## src/design/fwf_pkg.sv

```systemverilog
// ----------------------------------------------------------------------------
// fwf_pkg: shared types and constants of the five-tap window filter
// Filter kind codes, fixed widths, the constant-divide reciprocals and the
// small helper functions of the window arithmetic.
// ----------------------------------------------------------------------------
`default_nettype none

package fwf_pkg;

    localparam int WINDOW_LENGTH = 5;
    localparam int SAMPLE_W      = 16;
    localparam int POS_W         = 3;
    localparam int SUM_W         = 19;  // five samples
    localparam int TRI_W         = 20;  // nine sample weights in total
    localparam int MEDIAN_RANK   = WINDOW_LENGTH / 2;

    typedef logic [SAMPLE_W-1:0] t_sample;
    typedef logic [POS_W-1:0]    t_pos;
    typedef logic [SUM_W-1:0]    t_sum;
    typedef logic [TRI_W-1:0]    t_tri;

    localparam logic [1:0] KIND_MEDIAN   = 2'd0;
    localparam logic [1:0] KIND_TRIANGLE = 2'd1;
    localparam logic [1:0] KIND_MEAN     = 2'd2;

    // Quotient is (x * MULT) >> SHIFT; exact over the full range of each sum.
    localparam logic [SUM_W-1:0] DIV5_MULT  = 19'd419431;
    localparam int               DIV5_SHIFT = 21;
    localparam logic [TRI_W-1:0] DIV9_MULT  = 20'd932068;
    localparam int               DIV9_SHIFT = 23;

    // Distance of a ring position from the oldest entry, 0 for the oldest.
    function automatic t_pos age_of(input t_pos pos, input t_pos oldest);
        logic [POS_W:0] d;
        d = {1'b0, pos} + (POS_W+1)'(WINDOW_LENGTH) - {1'b0, oldest};
        if (d >= (POS_W+1)'(WINDOW_LENGTH)) begin
            d = d - (POS_W+1)'(WINDOW_LENGTH);
        end
        return d[POS_W-1:0];
    endfunction

    // One term of the 1,2,3,2,1 weighted sum.
    function automatic t_tri tri_term(input t_sample v, input t_pos age);
        t_tri x;
        t_tri x2;
        x  = TRI_W'(v);
        x2 = TRI_W'({v, 1'b0});
        case (age)
            3'd1, 3'd3: tri_term = x2;
            3'd2:       tri_term = x2 + x;
            default:    tri_term = x;
        endcase
    endfunction

endpackage

`default_nettype wire

```

## src/design/five_tap_window_filter_core.sv

```systemverilog
// ----------------------------------------------------------------------------
// five_tap_window_filter_core: sliding five-sample median / triangle / mean
// Keeps a ring of the last five samples and returns, per sample, the chosen
// filter of the window, or the raw sample while the window is filling.
//
//   Channel  | Handshake                  | Payload
//   ---------+----------------------------+------------------------------
//   input    | i_in_valid / o_in_stall    | i_sample[15:0], i_restart
//   output   | o_out_valid / i_out_stall  | o_result[15:0], o_filtered
//   config   | i_cfg_valid / o_cfg_ready  | i_cfg_data[1:0] (filter kind)
//
// One item per cycle when not stalled; stages: input register, window update
// with sums and median select, then the result register after the divides.
// The three stages collapse bubbles, so an output stall holds the pipeline
// and reaches o_in_stall only once the input register is occupied.
// Reset clears the valids, write position, fill count and filter kind; the
// window entries are not reset and affect a result only after they are written.
// ----------------------------------------------------------------------------
`default_nettype none

module five_tap_window_filter_core
    import fwf_pkg::*;
(
    input  wire  logic        i_clk,
    input  wire  logic        i_rst_n,

    input  wire  logic        i_in_valid,
    output logic              o_in_stall,
    input  wire  t_sample     i_sample,
    input  wire  logic        i_restart,

    output logic              o_out_valid,
    input  wire  logic        i_out_stall,
    output t_sample           o_result,
    output logic              o_filtered,

    input  wire  logic        i_cfg_valid,
    output logic              o_cfg_ready,
    input  wire  logic [1:0]  i_cfg_data
);

    logic [1:0] r_filter_kind;

    logic    r_in_valid;
    t_sample r_in_sample;
    logic    r_in_restart;

    t_sample r_window [WINDOW_LENGTH];
    t_pos    r_wp;
    t_pos    r_fill;

    logic    r_mid_valid;
    logic    r_mid_full;
    t_sample r_mid_sample;
    t_sample r_mid_median;
    t_sum    r_mid_sum;
    t_tri    r_mid_tri;

    logic    r_out_valid;
    t_sample r_out_result;
    logic    r_out_filtered;

    logic out_free, mid_free, in_free, mid_adv, in_adv;

    t_pos    wp_eff, fill_eff, n_wp, n_fill;
    logic    full;
    t_sample w_new [WINDOW_LENGTH];
    t_sum    n_sum;
    t_tri    n_tri;
    t_sample n_median;
    logic    le [WINDOW_LENGTH][WINDOW_LENGTH];
    t_pos    rank [WINDOW_LENGTH];

    logic [2*SUM_W-1:0] prod5;
    logic [2*TRI_W-1:0] prod9;
    t_sample            n_result;

    // ---- pipeline flow ----
    assign out_free = !r_out_valid || !i_out_stall;
    assign mid_adv  = r_mid_valid && out_free;
    assign mid_free = !r_mid_valid || out_free;
    assign in_adv   = r_in_valid && mid_free;
    assign in_free  = !r_in_valid || mid_free;

    assign o_in_stall  = !in_free;
    assign o_out_valid = r_out_valid;
    assign o_result    = r_out_result;
    assign o_filtered  = r_out_filtered;
    assign o_cfg_ready = 1'b1;

    always_ff @(posedge i_clk) begin
        if (!i_rst_n) begin
            r_filter_kind <= KIND_MEDIAN;
        end else if (i_cfg_valid) begin
            r_filter_kind <= i_cfg_data;
        end
    end

    // ---- input register ----
    always_ff @(posedge i_clk) begin
        if (!i_rst_n) begin
            r_in_valid <= 1'b0;
        end else if (in_free) begin
            r_in_valid <= i_in_valid;
        end
    end

    always_ff @(posedge i_clk) begin
        if (i_in_valid && in_free) begin
            r_in_sample  <= i_sample;
            r_in_restart <= i_restart;
        end
    end

    // ---- window update, sums and median ----
    always_comb begin
        wp_eff   = r_in_restart ? '0 : r_wp;
        fill_eff = r_in_restart ? '0 : r_fill;
        full     = (fill_eff == POS_W'(WINDOW_LENGTH));
        n_wp     = (wp_eff == POS_W'(WINDOW_LENGTH - 1)) ? '0 : wp_eff + 1'b1;
        n_fill   = full ? fill_eff : fill_eff + 1'b1;
    end

    // After the write, n_wp points at the oldest entry.
    always_comb begin
        n_sum = '0;
        n_tri = '0;
        for (int p = 0; p < WINDOW_LENGTH; p++) begin
            w_new[p] = (wp_eff == POS_W'(p)) ? r_in_sample : r_window[p];
            n_sum    = n_sum + SUM_W'(w_new[p]);
            n_tri    = n_tri + tri_term(w_new[p], age_of(POS_W'(p), n_wp));
        end
    end

    // Ties rank by position, so exactly one entry holds the middle rank.
    always_comb begin
        for (int i = 0; i < WINDOW_LENGTH; i++) begin
            for (int j = 0; j < WINDOW_LENGTH; j++) begin
                le[i][j] = (i < j) ? (w_new[i] <= w_new[j]) : 1'b0;
            end
        end
        n_median = '0;
        for (int i = 0; i < WINDOW_LENGTH; i++) begin
            rank[i] = '0;
            for (int j = 0; j < WINDOW_LENGTH; j++) begin
                if (j < i && le[j][i]) begin
                    rank[i] = rank[i] + 1'b1;
                end else if (j > i && !le[i][j]) begin
                    rank[i] = rank[i] + 1'b1;
                end
            end
            if (rank[i] == POS_W'(MEDIAN_RANK)) begin
                n_median = n_median | w_new[i];
            end
        end
    end

    always_ff @(posedge i_clk) begin
        if (!i_rst_n) begin
            r_wp   <= '0;
            r_fill <= '0;
        end else if (in_adv) begin
            r_wp   <= n_wp;
            r_fill <= n_fill;
        end
    end

    always_ff @(posedge i_clk) begin
        for (int p = 0; p < WINDOW_LENGTH; p++) begin
            if (in_adv && wp_eff == POS_W'(p)) begin
                r_window[p] <= r_in_sample;
            end
        end
    end

    always_ff @(posedge i_clk) begin
        if (!i_rst_n) begin
            r_mid_valid <= 1'b0;
        end else if (mid_free) begin
            r_mid_valid <= r_in_valid;
        end
    end

    always_ff @(posedge i_clk) begin
        if (in_adv) begin
            r_mid_full   <= full;
            r_mid_sample <= r_in_sample;
            r_mid_median <= n_median;
            r_mid_sum    <= n_sum;
            r_mid_tri    <= n_tri;
        end
    end

    // ---- constant divides and result register ----
    always_comb begin
        prod5 = {{SUM_W{1'b0}}, r_mid_sum} * {{SUM_W{1'b0}}, DIV5_MULT};
        prod9 = {{TRI_W{1'b0}}, r_mid_tri} * {{TRI_W{1'b0}}, DIV9_MULT};
        if (!r_mid_full) begin
            n_result = r_mid_sample;
        end else begin
            case (r_filter_kind)
                KIND_TRIANGLE: n_result = prod9[DIV9_SHIFT +: SAMPLE_W];
                KIND_MEAN:     n_result = prod5[DIV5_SHIFT +: SAMPLE_W];
                default:       n_result = r_mid_median;
            endcase
        end
    end

    always_ff @(posedge i_clk) begin
        if (!i_rst_n) begin
            r_out_valid <= 1'b0;
        end else if (out_free) begin
            r_out_valid <= r_mid_valid;
        end
    end

    always_ff @(posedge i_clk) begin
        if (mid_adv) begin
            r_out_result   <= n_result;
            r_out_filtered <= r_mid_full;
        end
    end

    // ---- assertions ----
    a_wp_range: assert property (@(posedge i_clk) disable iff (!i_rst_n)
        r_wp < POS_W'(WINDOW_LENGTH))
        else $error("write position left the ring");

    a_fill_range: assert property (@(posedge i_clk) disable iff (!i_rst_n)
        r_fill <= POS_W'(WINDOW_LENGTH))
        else $error("fill count exceeded the window length");

    a_restart_fill: assert property (@(posedge i_clk) disable iff (!i_rst_n)
        in_adv && r_in_restart |=> r_fill == POS_W'(1))
        else $error("restart did not begin a new warm-up");

    a_ring_hold: assert property (@(posedge i_clk) disable iff (!i_rst_n)
        !in_adv |=> $stable(r_wp) && $stable(r_fill))
        else $error("ring state moved without an item");

endmodule

`default_nettype wire
```

## config.mk

```make
export PLATFORM = sky130hd
export DESIGN_NAME = five_tap_window_filter_core
export DESIGN_NICKNAME = d
export VERILOG_FILES = /design/src/design/fwf_pkg.sv /design/src/design/five_tap_window_filter_core.sv
export SDC_FILE = /design/constraint.sdc
export NUM_CORES = 2
export LEC_CHECK = 0
export BUFFER_PORTS_ARGS = -buffer_cell sky130_fd_sc_hd__buf_2
export CORE_UTILIZATION = 30
export DETAILED_ROUTE_END_ITERATION = 16
export HOLD_SLACK_MARGIN = 0.05
export PLACE_DENSITY = 0.44
export SLEW_MARGIN = 10
export SYNTH_ARGS = -nofsm -noshare
export SYNTH_HDL_FRONTEND = slang
export SYNTH_SLANG_ARGS = --single-unit
```

## constraint.sdc

```tcl
create_clock -name i_clk -period 9.45 [get_ports i_clk]
set_input_delay 0.4725 -clock i_clk [delete_from_list [all_inputs] [get_ports i_clk]]
set_output_delay 0.4725 -clock i_clk [all_outputs]
set_load 0.005 [all_outputs]
```

# Word-level counts from Yosys, hierarchy flattened
# Memory sizes are Yosys's and may differ from the RTL's.
# Index checks and enable logic that the tools add are counted.
classes:
  add_sub_neg: 40
  n_reduce_logical: 26
  multipliers: 2
  mux: 68
  magnitude_cmp: 15
  bitwise: 4
  n_eq_ne: 27
op_table:
  columns: ["op", "count"]
  rows:
  - ["16-bit 2-to-1 mux", 15]
  - ["18-bit case mux with 2 select lines", 5]
  - ["16-bit <= comparator", 10]
  - ["17-bit by 16-bit adder with 18-bit output", 6]
  - ["3-bit 2-to-1 mux", 28]
  - ["20-bit adder", 4]
  - ["16-bit bitwise OR", 4]
  - ["16-bit OR reduction", 4]
  - ["3-bit by 1-bit adder with 3-bit output, second input constant", 17]
  - ["3-bit by 2-bit equality test with 1-bit output, second input constant", 17]
  - ["19-bit by 19-bit multiplier with 37-bit output, second input constant", 1]
  - ["20-bit by 18-bit multiplier with 37-bit output, second input constant", 1]
  - ["16-bit case mux with 2 select lines", 1]
  - ["4-bit by 3-bit >= comparator with 1-bit output, second input constant", 5]
  - ["18-bit by 16-bit adder with 19-bit output", 1]
  - ["19-bit by 16-bit adder with 19-bit output", 1]
  - ["1-bit 2-to-1 mux", 19]
  - ["3-bit by 1-bit equality test with 1-bit output, second input constant", 6]
  - ["16-bit by 16-bit adder with 17-bit output", 1]
  - ["3-bit subtractor, second input constant", 5]
  - ["3-bit by 3-bit subtractor with 4-bit output, first input constant", 3]
  - ["2-bit OR reduction", 5]
  - ["1-bit logical AND", 8]
  - ["4-bit by 3-bit subtractor with 4-bit output, first input constant", 2]
  - ["other kinds (6)", 13]
word_totals:
  register_bits: 117
  wordCells: 198
  mem_bits_rw: 80
  memories: 1
  inputBits: 24
memory_table:
  columns: ["memory", "words", "word_bits", "rd", "rd_ports_with_merged_regs", "wr", "line", "rtl"]
  rows:
  - ["r_window", 5, 16, 5, 0, 1, "five_tap_window_filter_core.sv:48", "t_sample r_window [WINDOW_LENGTH];"]

# Longest topological paths before layout
logic_depth:
  word_depth: 21
  depth_mapped: 36

# Least setup slack after synthesis
# No wires, ideal clock.
synth_timing:
  kind: "register -> register"
  startpoint: "reg r_wp[0]"
  endpoint: "reg r_mid_tri[18] (data pin)"
  stages_incl_launch_ff: 32
  t_arrival_ns: 7.126
  period_less_slack_ns: 7.385
  setup_slack_ns: 2.065
  setup_time_ns: 0.259
  path_cell_list: "dfxtp_1 > clkbuf_1 > nand2b_1 > inv_1 > ha_1 > buf_1 > nand2_1 > clkbuf_1 > buf_1 > mux2i_1 > inv_1 > ha_1 > and3_1 > a21oi_1 > o211ai_1 > a21oi_1 > xor2_1 > o221ai_1 > fa_1 > fa_1 > inv_1 > fa_1 > inv_1 > ha_1 > nand3_1 > nand2_1 > a41oi_1 > a2111oi_0 > o21a_1 > o21a_1 > o211ai_1 > xnor2_1"
synth_via:
  elab_chain_len: 13
synth_lines:
  columns: ["element", "line", "rtl"]
  rows:
  - ["start, declared", "five_tap_window_filter_core.sv:49", "t_pos r_wp;"]
  - ["start signal, assigned", "five_tap_window_filter_core.sv:163", "r_wp <= n_wp;"]
  - ["3-bit 2-to-1 mux *", "five_tap_window_filter_core.sv:117", "wp_eff = r_in_restart ? '0 : r_wp;"]
  - ["3-bit by 1-bit adder with 3-bit output / 3-bit equality test (equally long branches)", "five_tap_window_filter_core.sv:120, five_tap_window_filter_core.sv:129", null]
  - ["3-bit 2-to-1 mux", "five_tap_window_filter_core.sv:120", "n_wp = (wp_eff == POS_W'(WINDOW_LENGTH - 1)) ? '0 : wp_eff + 1'b1;"]
  - ["3-bit by 3-bit subtractor with 4-bit output", "fwf_pkg.sv:35", "d = {1'b0, pos} + (POS_W+1)'(WINDOW_LENGTH) - {1'b0, oldest};"]
  - ["4-bit by 3-bit >= comparator with 1-bit output / 3-bit subtractor (equally long branches)", "fwf_pkg.sv:36, fwf_pkg.sv:37", null]
  - ["3-bit 2-to-1 mux", "fwf_pkg.sv:36", "if (d >= (POS_W+1)'(WINDOW_LENGTH)) begin"]
  - ["3-bit by 1-bit equality test with 1-bit output / 3-bit by 2-bit equality test with 1-bit output (equally long branches)", "fwf_pkg.sv:48", "case (age)"]
  - ["2-bit OR reduction", "fwf_pkg.sv:48", null]
  - ["18-bit case mux with 2 select lines", "fwf_pkg.sv:48", null]
  - ["20-bit adder (3 in a row)", "five_tap_window_filter_core.sv:131", "n_tri = n_tri + tri_term(w_new[p], age_of(POS_W'(p), n_wp));"]
  - ["20-bit adder *", "five_tap_window_filter_core.sv:131", null]
  - ["named net n_tri[18]", "five_tap_window_filter_core.sv:69", "t_tri n_tri;"]
  - ["end signal, assigned", "five_tap_window_filter_core.sv:190", "r_mid_tri <= n_tri;"]
  - ["end, declared", "five_tap_window_filter_core.sv:57", "t_tri r_mid_tri;"]
# The timed path passes the listed nets; every way through them passes the cells marked *.
# A chain may end at the register's enable or synchronous reset.

# Final worst setup path
layout_timing:
  startpoint: "reg r_in_restart"
  endpoint: "reg r_mid_median[10] (data pin)"
layout_via:
  elab_chain_len: 21
layout_lines:
  columns: ["element", "line", "rtl"]
  rows:
  - ["start, declared", "five_tap_window_filter_core.sv:46", "logic r_in_restart;"]
  - ["start signal, assigned", "five_tap_window_filter_core.sv:111", "r_in_restart <= i_restart;"]
  - ["3-bit 2-to-1 mux *", "five_tap_window_filter_core.sv:117", null]
  - ["3-bit by 1-bit equality test with 1-bit output / 3-bit zero test (equally long branches)", "five_tap_window_filter_core.sv:129", "w_new[p] = (wp_eff == POS_W'(p)) ? r_in_sample : r_window[p];"]
  - ["16-bit 2-to-1 mux", "five_tap_window_filter_core.sv:129", null]
  - ["16-bit <= comparator", "five_tap_window_filter_core.sv:139", "le[i][j] = (i < j) ? (w_new[i] <= w_new[j]) : 1'b0;"]
  - ["1-bit 2-to-1 mux", "five_tap_window_filter_core.sv:148", "end else if (j > i && !le[i][j]) begin"]
  - ["3-bit by 1-bit adder with 3-bit output", "five_tap_window_filter_core.sv:149", "rank[i] = rank[i] + 1'b1;"]
  - ["3-bit 2-to-1 mux", "five_tap_window_filter_core.sv:148", null]
  - ["3-bit by 1-bit adder with 3-bit output", "five_tap_window_filter_core.sv:149", null]
  - ["[6 not listed]", null, null]
  - ["16-bit 2-to-1 mux", "five_tap_window_filter_core.sv:152", "if (rank[i] == POS_W'(MEDIAN_RANK)) begin"]
  - ["16-bit bitwise OR", "five_tap_window_filter_core.sv:153", "n_median = n_median | w_new[i];"]
  - ["16-bit 2-to-1 mux", "five_tap_window_filter_core.sv:152", null]
  - ["16-bit bitwise OR", "five_tap_window_filter_core.sv:153", null]
  - ["16-bit 2-to-1 mux", "five_tap_window_filter_core.sv:152", null]
  - ["16-bit bitwise OR", "five_tap_window_filter_core.sv:153", null]
  - ["16-bit 2-to-1 mux *", "five_tap_window_filter_core.sv:152", null]
  - ["named net n_median[10]", "five_tap_window_filter_core.sv:70", "t_sample n_median;"]
  - ["end signal, assigned", "five_tap_window_filter_core.sv:188", "r_mid_median <= n_median;"]
  - ["end, declared", "five_tap_window_filter_core.sv:55", "t_sample r_mid_median;"]
# Marks and branches as above.

==> flow_metrics.tcl <==
set metrics [dict create \
    status "finished, final reports clean" \
    start_kind "flip-flop" \
    netlist.area_leader.share 0.221 \
    critPathLaunch "r_in_restart" \
    synth-seq-cells 197 \
    cp_num_buf_inv 4 \
    synth_edf_count 186 \
    grt_pass1_vias 25700 \
    clock-root-buffer "clkbuf_16" \
    synth_xor_area_frac 0.0391 \
    yosys.area_share.adder 0.426 \
    async_reset_ff_frac 0 \
    rows 119 \
    cts_tree "done" \
    slowest_stage "mux2i_4" \
    postSynthCellCount 3328 \
    required_ns 9.67 \
    ios 44 \
    timing_hold_violations_final 0 \
    regArea_um2 5810 \
    synth_top_family_by_area "adder cells" \
    final.setup.tns_ns 0 \
    worstPathCellList "nand2b_1, inv_1, ha_1, nand2_1, buf_4, mux2i_1, inv_1, ha_1, nand2_1, nor3_1, o2111ai_1, a21o_1, a21oi_1, inv_1, ha_1, xor2_1, ha_1, nand3b_1, mux2i_1, mux2i_4, o22ai_1, a211o_1" \
    dieArea_um2 109000 \
    netlist-cell-type-count 98 \
    drt-initial-drc-count 1555 \
    cts_hold_buf 0 \
    maxSlewHeadroom 0.232 \
    vias_per_cell 5.19 \
    wirelength_um 114000 \
    first_pass_iters 7 \
    hold_path_startpoint "i_sample[1]" \
    setup_viol 0 \
    yosys.area.top_type "ha_1" \
    synth-compound-area-share 0.155 \
    synth_mux_area_frac 0.0295 \
    drive_above_1_share 0.0702 \
    drv_cap 0 \
    place_congestion 0.952 \
    critPathArrivalTime_ns 8.68 \
    remaining_drc_errors 0 \
    ctsResizeCount 0 \
    cts_sinks 197 \
    grt_max_degree 62 \
    grt-ovfl-total 0 \
    cpMostUsedCell "ha_1" \
    io_buffers 42 \
    coreArea_um2 106000 \
    synth-simple-area-share 0.0884 \
    syn_avg_cell_area_um2 9.69 \
    synthTopCellsByCount "inv_1, ha_1, fa_1" \
    synth_area_um2 32300 \
    antenna_left 0 \
    crit_fanout 16 \
    multi_input_area_um2 23900 \
    fin_crit_ns 8.46 \
    fp.dieH_um 330 \
    seq_area_frac_synth 0.180 \
    r2r-start "r_in_restart" \
    yosysMostFrequentCell "inv_1" \
    critical_path_class "reg -> reg" \
    yosysWarningCount 0 \
    fin_skew_ns 0.0151 \
    hold_ws_ns 0.158 \
    max_slew.worst_pin.slew_ns 1.15 \
    hold_path.class "in -> reg" \
    ys.flop_type "edfxtp_1" \
    area_growth_pct 8.95 \
    h-tree-depth 4 \
    cp_slowest_stage_delay_ns 0.82 \
    dp_hpwl_um 97400 \
    n_fill_cell 11000 \
    dieWidth_um 330 \
    synth_area_leaders "ha_1, fa_1, edfxtp_1, inv_1, xnor2_1" \
    num_vias 25000 \
    clk_pin_slew_ns 0.08 \
    post-route-period-util 0.896 \
    cts_buffers 17 \
    clock_path_buffers 2 \
    avgRoutedWirePerCell_um 23.8 \
    clock.fmax_mhz 118 \
    synth_fp_nets 4249 \
    clock_latency_ns 0.49 \
    grt_antenna_before_repair 1 \
    slew_violations 0 \
    cts_post_setup_buffers_inserted 0 \
    antenna_cells 0 \
    nets 4328 \
    cp-end-kind "flip-flop" \
    start_util 0.304 \
    grt_pass1_wl_um 168000 \
    rsz0062_at_grt "no" \
    grt_usage 0.213 \
    critPathTopFamily "compound AO/OA/AOI/OAI gates" \
]
-- worst register-to-register path, cell delays in order, from the launching register on --
cell and delay (ns):
edfxtp_1 0.58, nand2b_1 0.36, inv_1 0.19, ha_1 0.49, nand2_1 0.43, buf_4 0.35, mux2i_1 0.68, inv_1 0.46
ha_1 0.45, nand2_1 0.05, nor3_1 0.42, o2111ai_1 0.32, a21o_1 0.24, a21oi_1 0.51, inv_1 0.10, ha_1 0.37
xor2_1 0.19, ha_1 0.32, nand3b_1 0.10, mux2i_1 0.12, mux2i_4 0.82, o22ai_1 0.25, a211o_1 0.39
-- sequential cells by signal, summed over array words and instances, names as in the netlist, 2 cells and up --
register	flops
r_in_sample	16
r_wp	3
r_mid_median	16
r_window	80
r_mid_tri	20
r_fill	3
r_mid_sum	19
r_mid_sample	16
r_filter_kind	2
o_result	16
-- cell families (layout without fill, tap and decap cells) --
family                   count (synthesis)  after routing
adder cells (fa/ha/maj)                903            903
buffers and inverters                  686            775
multiplexers                            87             87
other                                    1              1
flip-flops                             197            197
AND/OR/NAND/NOR                        573            573
AO/OA/AOI/OAI                          737            737
XOR/XNOR                               144            144
-- per-stage QoR --
step | cells | instance area (um2) | worst slack, ns | util
global placement | 4779 | 34600 | 1.10 | 0.326
global route | 4808 | 35200 | 0.383 | 0.332
finish | 4808 | 35200 | 0.986 | 0.332
detailed placement | 4779 | 34600 | 1.11 | 0.326
CTS | 4808 | 35200 | 1.04 | 0.332
floorplan | 3328 | 32300 | 2.07 | -
-- worst paths after layout --
| check | to | slack, ns | cells after the start |
|---|---|---|---|
| worst max register to register | r_mid_median[10] | 0.99 | 22 |
| worst min-delay path | r_in_sample[1] | 0.16 | 1 |
| worst max-delay path | r_mid_median[10] | 0.99 | 22 |
| worst min register to register | r_mid_valid | 0.50 | 1 |
-- area by class of cell --
class | instances | area share
clock buffers | 19 | 0.0123
clock inverters | 10 | 0.00416
inverters | 621 | 0.0664
multi-input cells | 2445 | 0.679
flip-flops and latches | 197 | 0.165
well taps | 1391 | 0.0495
repair buffers | 125 | 0.0237
-- cells in the final DEF (no fill, tap or decap), drive strengths merged, types with 65 or more instances in the layout --
cell type | netlist | layout
edfxtp | 186 | 186
ha | 569 | 569
nand2 | 154 | 154
nand3 | 65 | 65
xnor2 | 101 | 101
nor2 | 127 | 127
o21ai | 139 | 139
inv | 616 | 620
a21oi | 172 | 172
buf | 24 | 125
fa | 328 | 328
-- layer usage --
metal | global-route usage | vias up | wire (um)
li1 | - | 11800 | -
met1 | 0.279 | 12400 | 51500
met2 | 0.349 | 599 | 52700
met3 | 0.0419 | 137 | 6410
met4 | 0.0715 | 2 | 3800
met5 | 0.00478 | - | 73
Power is not shown: default switching activity piles up to over one toggle a cycle in this logic, so the estimate is an artifact.
